==> config.mk <==
export PLATFORM = sky130hd
export DESIGN_NAME = time_of_day_clock_with_countdown
export DESIGN_NICKNAME = d
export VERILOG_FILES = /design/src/rtl/core/todcc_pkg.sv /design/src/rtl/core/time_of_day_clock_with_countdown.sv /design/src/rtl/core/todcc_cascade.sv
export SDC_FILE = /design/constraint.sdc
export NUM_CORES = 1
export LEC_CHECK = 0
export BUFFER_PORTS_ARGS = -buffer_cell sky130_fd_sc_hd__buf_4
export CORE_MARGIN = 5
export CORE_UTILIZATION = 60
export DETAILED_ROUTE_END_ITERATION = 6
export HOLD_SLACK_MARGIN = 0.05
export PLACE_DENSITY = 0.9
export SLEW_MARGIN = 20
export SYNTH_ARGS = -nofsm -noshare
export SYNTH_HDL_FRONTEND = slang
export SYNTH_SLANG_ARGS = --single-unit
==> constraint.sdc <==
create_clock -name clk -period 23.5 [get_ports clk]
set_clock_uncertainty 0.05 [all_clocks]
set_input_delay 0 -clock clk [delete_from_list [all_inputs] [get_ports clk]]
set_output_delay 0 -clock clk [all_outputs]
set_load 0.02 [all_outputs]
==> src/rtl/core/todcc_pkg.sv <==
// ----------------------------------------------------------------------------
// todcc_pkg
// Shared types and codes for the time-of-day clock with countdown.
// ----------------------------------------------------------------------------
package todcc_pkg;

  // Countdown command codes
  localparam logic [2:0] CMD_NONE   = 3'd0;
  localparam logic [2:0] CMD_START  = 3'd1;
  localparam logic [2:0] CMD_PAUSE  = 3'd2;
  localparam logic [2:0] CMD_RESUME = 3'd3;
  localparam logic [2:0] CMD_CANCEL = 3'd4;

  // Field moduli
  localparam int unsigned MS_PER_SEC  = 1000;
  localparam int unsigned SEC_PER_MIN = 60;
  localparam int unsigned MIN_PER_HR  = 60;
  localparam int unsigned HR_PER_DAY  = 24;

  // Calendar fields of the clock
  typedef struct packed {
    logic [31:0] total;
    logic [9:0]  ms;
    logic [5:0]  sec;
    logic [5:0]  min;
    logic [4:0]  hour;
    logic [7:0]  day;
  } clock_t;

endpackage

==> src/rtl/core/time_of_day_clock_with_countdown.sv <==
// ----------------------------------------------------------------------------
// time_of_day_clock_with_countdown
// Item path: input register, then the state register that holds the result.
// Throughput: one item beat per cycle while the result is not stalled.
// Reset: all clock fields and the countdown clear to zero, countdown stopped.
// ----------------------------------------------------------------------------
module time_of_day_clock_with_countdown (
  input  logic        clk,
  input  logic        rst,
  // item channel
  input  logic        item_valid,
  output logic        item_stall,
  input  logic [2:0]  command,
  input  logic [15:0] elapsed_ms,
  input  logic [15:0] countdown_load,
  // result channel
  output logic        result_valid,
  input  logic        result_stall,
  output logic [31:0] total_ms,
  output logic [9:0]  millis,
  output logic [5:0]  seconds,
  output logic [5:0]  minutes,
  output logic [4:0]  hours,
  output logic [7:0]  days,
  output logic        time_up,
  output logic        countdown_running,
  output logic [15:0] countdown_left
);

  // Input register: one item beat waiting for the update
  logic        in_valid;
  logic [2:0]  in_cmd;
  logic [15:0] in_dt;
  logic [15:0] in_load;

  // Architectural state; it doubles as the result register, since it only
  // changes when a result beat is produced.
  todcc_pkg::clock_t clock;
  todcc_pkg::clock_t clock_next;
  logic              running;
  logic              running_next;
  logic [15:0]       remaining;
  logic [15:0]       remaining_next;

  logic out_free;
  logic fire;

  // Result slot is free when empty or being drained this cycle
  assign out_free   = !result_valid || !result_stall;
  assign fire       = in_valid && out_free;
  // Hold the input only when its item cannot move forward
  assign item_stall = in_valid && !out_free;

  always_ff @(posedge clk) begin
    if (rst) begin
      in_valid <= 1'b0;
    end else if (!item_stall) begin
      in_valid <= item_valid;
    end
  end

  always_ff @(posedge clk) begin
    if (item_valid && !item_stall) begin
      in_cmd  <= command;
      in_dt   <= elapsed_ms;
      in_load <= countdown_load;
    end
  end

  // Clock cascade: a zero elapsed count leaves every field as is
  todcc_cascade u_cascade (
    .cur (clock),
    .dt  (in_dt),
    .nxt (clock_next)
  );

  // Countdown: first drop the elapsed time, then apply the command
  always_comb begin
    running_next   = running;
    remaining_next = remaining;
    if (running && (in_dt != 16'd0)) begin
      if (remaining > in_dt) begin
        remaining_next = remaining - in_dt;
      end else begin
        // expired: stop at zero
        remaining_next = 16'd0;
        running_next   = 1'b0;
      end
    end
    case (in_cmd)
      todcc_pkg::CMD_START: begin
        remaining_next = in_load;
        running_next   = 1'b1;
      end
      todcc_pkg::CMD_PAUSE: begin
        running_next = 1'b0;
      end
      todcc_pkg::CMD_RESUME: begin
        running_next = 1'b1;
      end
      todcc_pkg::CMD_CANCEL: begin
        remaining_next = 16'd0;
        running_next   = 1'b0;
      end
      default: begin
        // none, and unused codes: keep countdown as advanced
      end
    endcase
  end

  // Commit the state and present it as the result beat
  always_ff @(posedge clk) begin
    if (rst) begin
      clock        <= '0;
      running      <= 1'b0;
      remaining    <= 16'd0;
      result_valid <= 1'b0;
    end else begin
      if (fire) begin
        clock     <= clock_next;
        running   <= running_next;
        remaining <= remaining_next;
      end
      if (out_free) begin
        result_valid <= in_valid;
      end
    end
  end

  assign total_ms          = clock.total;
  assign millis            = clock.ms;
  assign seconds           = clock.sec;
  assign minutes           = clock.min;
  assign hours             = clock.hour;
  assign days              = clock.day;
  assign time_up           = (remaining == 16'd0);
  assign countdown_running = running;
  assign countdown_left    = remaining;

endmodule

==> src/rtl/core/todcc_cascade.sv <==
// ----------------------------------------------------------------------------
// todcc_cascade
// Advances the clock fields by an elapsed millisecond count, one carry chain.
// ----------------------------------------------------------------------------
module todcc_cascade (
  input  todcc_pkg::clock_t cur,
  input  logic [15:0]       dt,
  output todcc_pkg::clock_t nxt
);

  // Reciprocal of 1000 scaled by 2^26, exact for sums below 2^17
  localparam logic [33:0] RECIP_MS = 34'd67109;
  localparam int unsigned RECIP_SH = 26;

  logic [16:0] ms_acc;
  logic [33:0] ms_prod;
  logic [6:0]  ms_carry;
  logic [16:0] ms_carry_x;
  logic [16:0] ms_used;
  logic [16:0] ms_rem;
  logic [6:0]  sec_acc;
  logic [1:0]  sec_carry;
  logic [6:0]  sec_rem;
  logic [6:0]  min_acc;
  logic        min_carry;
  logic [6:0]  min_rem;
  logic [4:0]  hr_acc;
  logic        hr_carry;
  logic [4:0]  hr_rem;

  // Milliseconds: quotient by reciprocal multiply, remainder by shift-subtract
  assign ms_acc     = {7'd0, cur.ms} + {1'b0, dt};
  assign ms_prod    = {17'd0, ms_acc} * RECIP_MS;
  assign ms_carry   = ms_prod[RECIP_SH+6:RECIP_SH];
  assign ms_carry_x = {10'd0, ms_carry};
  assign ms_used    = (ms_carry_x << 10) - (ms_carry_x << 4) - (ms_carry_x << 3);
  assign ms_rem     = ms_acc - ms_used;

  // Seconds: sum stays below 2*60+6, so at most two subtracts
  assign sec_acc = ms_carry + {1'b0, cur.sec};
  always_comb begin
    if (sec_acc >= 7'(2 * todcc_pkg::SEC_PER_MIN)) begin
      sec_carry = 2'd2;
      sec_rem   = sec_acc - 7'(2 * todcc_pkg::SEC_PER_MIN);
    end else if (sec_acc >= 7'(todcc_pkg::SEC_PER_MIN)) begin
      sec_carry = 2'd1;
      sec_rem   = sec_acc - 7'(todcc_pkg::SEC_PER_MIN);
    end else begin
      sec_carry = 2'd0;
      sec_rem   = sec_acc;
    end
  end

  // Minutes
  assign min_acc   = {5'd0, sec_carry} + {1'b0, cur.min};
  assign min_carry = (min_acc >= 7'(todcc_pkg::MIN_PER_HR));
  assign min_rem   = min_carry ? (min_acc - 7'(todcc_pkg::MIN_PER_HR)) : min_acc;

  // Hours
  assign hr_acc   = {4'd0, min_carry} + cur.hour;
  assign hr_carry = (hr_acc >= 5'(todcc_pkg::HR_PER_DAY));
  assign hr_rem   = hr_carry ? (hr_acc - 5'(todcc_pkg::HR_PER_DAY)) : hr_acc;

  assign nxt.total = cur.total + {16'd0, dt};
  assign nxt.ms    = ms_rem[9:0];
  assign nxt.sec   = sec_rem[5:0];
  assign nxt.min   = min_rem[5:0];
  assign nxt.hour  = hr_rem;
  assign nxt.day   = cur.day + {7'd0, hr_carry};

endmodule
---- Yosys cells after proc, flatten, opt, wreduce, memory -nomap -nowiden ----
Cells that the tools add are included.
storage, ports and cells
  bits in latches ......................... 0
  bits in read-only memories .............. 0
  output and inout bits ................... 87
  logic and storage cells ................. 67
  register bits ........................... 121
  bits of input ports ..................... 39
  memories ................................ 0
  memory bits (writable) .................. 0
operators by class
  div/mod/pow operators ................... 0
  order comparisons ....................... 5
  equal/unequal tests ..................... 5
  bitwise logic cells ..................... 0
  shift-type cells ........................ 0
  mux-type cells .......................... 12
  add/sub/neg operators ................... 14
  reduce and logical (&&, ||, !) cells .... 17
  $mul .................................... 1
operator list
  kind                                                                                 count
  17-bit by 17-bit multiplier with 33-bit output, second input constant                1
  32-bit by 16-bit adder with 32-bit output                                            1
  16-bit two-way mux                                                                   2
  16-bit one-hot mux with 2 select lines                                               1
  10-bit subtractor                                                                    2
  6-bit two-way mux                                                                    3
  6-bit subtractor, second input constant                                              3
  10-bit by 16-bit adder with 17-bit output                                            1
  16-bit > comparator                                                                  1
  16-bit zero test                                                                     1
  16-bit nonzero test                                                                  1
  16-bit subtractor                                                                    1
  7-bit by 6-bit greater-or-equal comparator with 1-bit output, second input constant  2
  1-bit by 10-bit subtractor with 10-bit output, first input constant                  1
  8-bit by 1-bit adder with 8-bit output                                               1
  2-bit by 6-bit adder with 7-bit output                                               1
  7-bit by 6-bit adder with 7-bit output                                               1
  7-bit greater-or-equal comparator, second input constant                             1
  3-bit by 2-bit == test with 1-bit output, second input constant                      2
  3-bit nonzero test                                                                   2
  1-bit by 5-bit adder with 5-bit output                                               1
  5-bit greater-or-equal comparator, second input constant                             1
  5-bit two-way mux                                                                    1
  5-bit subtractor, second input constant                                              1
  12 further kinds                                                                     21

---- Longest topological paths before layout ----
  word-level depth ........................ 11
  depth in mapped cells ................... 62
  gate-level depth less buffers ........... 60

---- Cells and area by module ----
From an unflattened synthesis, not the netlist that was laid out.
unflattened totals
  cells, all modules ...................... 1289
  area, all modules ....................... 11337.1 um2
modules (own cells, without submodules)
  module                            cells an instance  area an instance (um2)  seq. area each (um2)  instances
  todcc_cascade                     722                6159.7                  0.0                   1
  time_of_day_clock_with_countdown  567                5177.5                  2772.7                1

---- Worst setup path before layout ----
OpenSTA, ideal clock, no wires.
  path type ............................... register to register
  start point ............................. reg in_dt[0]
  end point ............................... reg clock (netlist bit days[5])
  path buffers ............................ 2
  slack ................................... 11.165 ns
  stages on the path, launching flop included .. 60
  data required time ...................... 23.322 ns
  period minus slack after synthesis ...... 12.335 ns
  data arrival time ....................... 12.157 ns
  setup time .............................. 0.128 ns
  cell sequence ........................... edfxtp_1 > ha_1 > fa_1 > a21oi_1 > nand4b_1 > and3_1 > nor3_1 > or2_2 > clkbuf_1 > a21oi_1 > ha_1 > inv_1 > fa_1 > inv_1 > ha_1 > fa_1 > inv_1 > fa_1 > (+24 left out) > xnor2_1 > ha_1 > nand3b_1 > or3_1 > a2111oi_0 > or3_1 > clkbuf_1 > ha_1 > ha_1 > nand3_1 > xor2_1 > nor2_1 > ha_1 > nand3_1 > nor2_1 > nand3_1 > xor2_1 > nor2_1
between the ends
  cells in the longest elaborated chain, start to end .. 11
  elaborated cells on any way between the ends .. 12
  classes of those cells .................. add/sub (5); mul (1); order compare (4); mux (2)
RTL lines
  item                                                              RTL line                                 RTL
  start, declared                                                   time_of_day_clock_with_countdown.sv:33   logic [15:0] in_dt;
  start signal, assigned                                            time_of_day_clock_with_countdown.sv:65   in_dt <= elapsed_ms;
  10-bit by 16-bit adder with 17-bit output (*)                     todcc_cascade.sv:32                      assign ms_acc = {7'd0, cur.ms} + {1'b0, dt};
  17-bit by 17-bit multiplier with 33-bit output (*)                todcc_cascade.sv:33                      assign ms_prod = {17'd0, ms_acc} * RECIP_MS;
  7-bit by 6-bit adder with 7-bit output (*)                        todcc_cascade.sv:40                      assign sec_acc = ms_carry + {1'b0, cur.sec};
  7-bit by 6-bit greater-or-equal comparator with 1-bit output      todcc_cascade.sv:45                      end else if (sec_acc >= 7'(todcc_pkg::SEC_PER_MIN)) begin
  1-bit two-way mux                                                 todcc_cascade.sv:45
  2-bit two-way mux (*)                                             todcc_cascade.sv:42                      if (sec_acc >= 7'(2 * todcc_pkg::SEC_PER_MIN)) begin
  2-bit by 6-bit adder with 7-bit output (*)                        todcc_cascade.sv:55                      assign min_acc = {5'd0, sec_carry} + {1'b0, cur.min};
  7-bit by 6-bit greater-or-equal comparator with 1-bit output (*)  todcc_cascade.sv:56                      assign min_carry = (min_acc >= 7'(todcc_pkg::MIN_PER_HR));
  1-bit by 5-bit adder with 5-bit output (*)                        todcc_cascade.sv:60                      assign hr_acc = {4'd0, min_carry} + cur.hour;
  5-bit greater-or-equal comparator (*)                             todcc_cascade.sv:61                      assign hr_carry = (hr_acc >= 5'(todcc_pkg::HR_PER_DAY));
  8-bit by 1-bit adder with 8-bit output (*)                        todcc_cascade.sv:69                      assign nxt.day = cur.day + {7'd0, hr_carry};
  end signal, assigned                                              time_of_day_clock_with_countdown.sv:120  clock <= clock_next;
  end, declared                                                     time_of_day_clock_with_countdown.sv:38   todcc_pkg::clock_t clock;
Mark *: on every way between the ends. The rest lies on a longest branch, timed or not.
A chain may end at the register's enable or synchronous reset.

---- Final worst setup path ----
Same ends and word-level chain as after synthesis.

==> results.md <==
* Status: complete, no violations
* Buf+Inv Stages, Crit Path at 6
* Critical Path Sink Type: flop
* EDFF count, synth at 35
* Worst r2r path cells at 57
* Crit path top cell by count: ha_1
* Tot GR Track Use at 0.284
* Num ports at between 100 and 150
* Synth Instances at 1229
* Full die area at between 0.02 and 0.025 sq mm
* TritonCTS clock tree: built
* Most numerous cell in the Yosys netlist: ha_1
* Initial antenna violation count at 0
* Reg area at 0.00277 sq mm
* Layout net count at around 1700
* Metal3 WL at about 2200 um
* First-pass DRT Iterations at 5
* Number of global-route vias before repair at 9874
* Worst slack, placed at slightly below 10 ns
* Congestion Overflow GR at 0
* Drt via density at 5.99
* Part of the Yosys area used for sequential elements at 0.251
* Post-Syn Nets at 1519
* Hold Path Class: input port to flop
* FMAX at slightly above 70 MHz
* Crit path max-delay cell type: a21oi_1
* Synth unique cells at 65
* Synth cell count leaders: 198 x ha_1, 152 x inv_1, 99 x nand2_1, 86 x dfxtp_1, 81 x a21oi_1
* H-tree depth at 4
* Core area at 0.0180 sq mm
* Unrepaired setup endpoints after global routing: no
* Hold Fails Final Rpt at 0
* Largest net degree at the start of global routing at approximately 90
* CP delay by family, top: adder cells
* Area leader, netlist: ha_1
* Startpoint types: flop
* Max Root-Sink Buffers at 2
* #FFs+latches synth at 121
* Starting Density at 0.612
* Area grow syn2layout at 19.2%
* Fill cells at approximately 1300
* Critical path data arrival time at between 10 and 15 ns
* Maximum fanout along the worst path at 9
* GPL Wtd Cong at ~0.89
* WP data required at 23.73 ns
* Max Transition Viols Final at 0
* DR WL met2 at approximately 15000 um
* Drt drc at 0
* Area of the multi-input gates at about 0.0076 sq mm
* Slew @ Worst Pin at 1.15 ns
* Crit path depth at 57
* Setup Crit Path Kind: flop to flop
* Die Y at ~150 um
* Number of CTS-inserted buffers at 17
* DP HPWL at 21700 um
* Violation count after the first detailed-routing iteration at around 680
* Average size of a mapped cell at 8.97 sq um
* First-pass GRT wire length at ~50000 um
* Synth top area cells: ha_1 22%, dfxtp_1 16%, fa_1 9.6%, edfxtp_1 9.5%, inv_1 5.2%
* Cts repair resizes at 0
* Ant diodes at 0
* PortBufs at ~130
* Critical path's largest stage delay at between 0.7 and 0.8 ns
* Die X at between 100 and 150 um
* Number of routed nets with antenna violations at 0
* Clk_lat worst skew at ~0.42 ns
* Post-synth ARST share at 0
* Top-area cell type share of the netlist area at 0.225
* Postcts setup bufs at 0
* CTS clk-pin slew, worst paths at roughly 0.060 ns
* Yosys warning count at 0
* Top routing layer in use: met4
* Hold Crit Depth at 2
* Tcrit/Tclk final at 0.590
* Mapped cell area at ~0.011 sq mm
* Period minus WS final at 13.86 ns
* Max-Cap Viols at 0
* Final setup violation count at 0
* Wire per inst at 18.6 um
* Relative slew slack at 0.231
* CTS Hold Bufs at 38
* Rows at 49
* Routed WL at 30300 um
* Met1 Wirelength at 12100 um
* Vias at 9732
* Clk Tree Root Cell: clkbuf_16
* Setup TNS Final at 0 ns
* Sink Count at 121
* Prevailing post-synth register cell: dfxtp_1
* Layout cells sized above 1 at 0.135
* Setup WS post-layout at a little under 10 ns
-- final cells by class --
class	instances	area share
Clock buffer	21	0.0350
Clock inverter	11	0.00914
Inverter	152	0.0434
Multi-Input combinational cell	922	0.576
Sequential cell	121	0.211
Tap cell	229	0.0218
Timing Repair Buffer	169	0.104
-- metrics by stage --
stage	cell area, sq um	cells	util	hold slack [ns]
after floorplan	11000	1229	-	0.0489
after detailed placement	12200	1555	0.676	0.129
after global placement	12200	1555	0.676	0.128
after CTS	13100	1625	0.729	0.231
final	13100	1625	0.729	0.243
after global routing	13100	1625	0.729	0.241
-- cell usage in the layout, fill, tap and decap left out, types with 6 or more instances in the layout --
cell	netlist	layout
nand3_1	22	22
o21bai_1	6	6
buf_4	0	131
nor2_1	78	76
nand4_1	12	12
a31oi_1	6	6
inv_1	152	152
nor3_1	13	13
o21ai_0	57	57
o21a_1	12	12
nand2_1	99	98
nor2b_1	20	19
nor4_1	9	9
nand3b_1	8	8
dlygate4sd3_1	0	38
fa_1	53	53
and3_1	12	12
a22oi_1	14	14
xnor2_1	43	43
clkbuf_16	0	17
and2_1	16	15
dfxtp_1	86	86
a21oi_1	81	81
a21o_1	22	22
o211ai_1	8	8
xor2_1	25	25
edfxtp_1	35	35
a211oi_1	20	20
mux2_2	9	9
or3_1	11	11
ha_1	198	198
-- sequential cells by signal (all words and copies together), names as in the netlist, 3 cells and up --
register        flops
seconds             6
minutes             6
in_load            16
hours               5
in_dt              16
millis             10
in_cmd              3
countdown_left     16
total_ms           32
days                8
-- routing by layer --
layer | vias up | GRT usage
li1 | 4614 | -
met1 | 4590 | 0.352
met2 | 431 | 0.483
met3 | 97 | 0.0551
met4 | 0 | 0.118
met5 | - | 0
-- path summary, 6_finish.rpt --
check / startpoint / end / slack [ns]
max: in_dt[0] / days[5] / 9.64
min: countdown_load[11] / in_load[11] / 0.24
max reg2reg: in_dt[0] / days[5] / 9.64
min reg2reg: total_ms[3] / total_ms[3] / 0.43
-- logic make-up after synthesis --
| family | synth area share |
|---|---|
| compound gates | 0.155 |
| buf+inv | 0.0635 |
| flops | 0.251 |
| mux | 0.00919 |
| fa+ha+maj | 0.321 |
| xor+xnor | 0.0540 |
| simple gates | 0.146 |
Power is not shown: default switching activity piles up to over one toggle a cycle in this logic, so the estimate is an artifact.
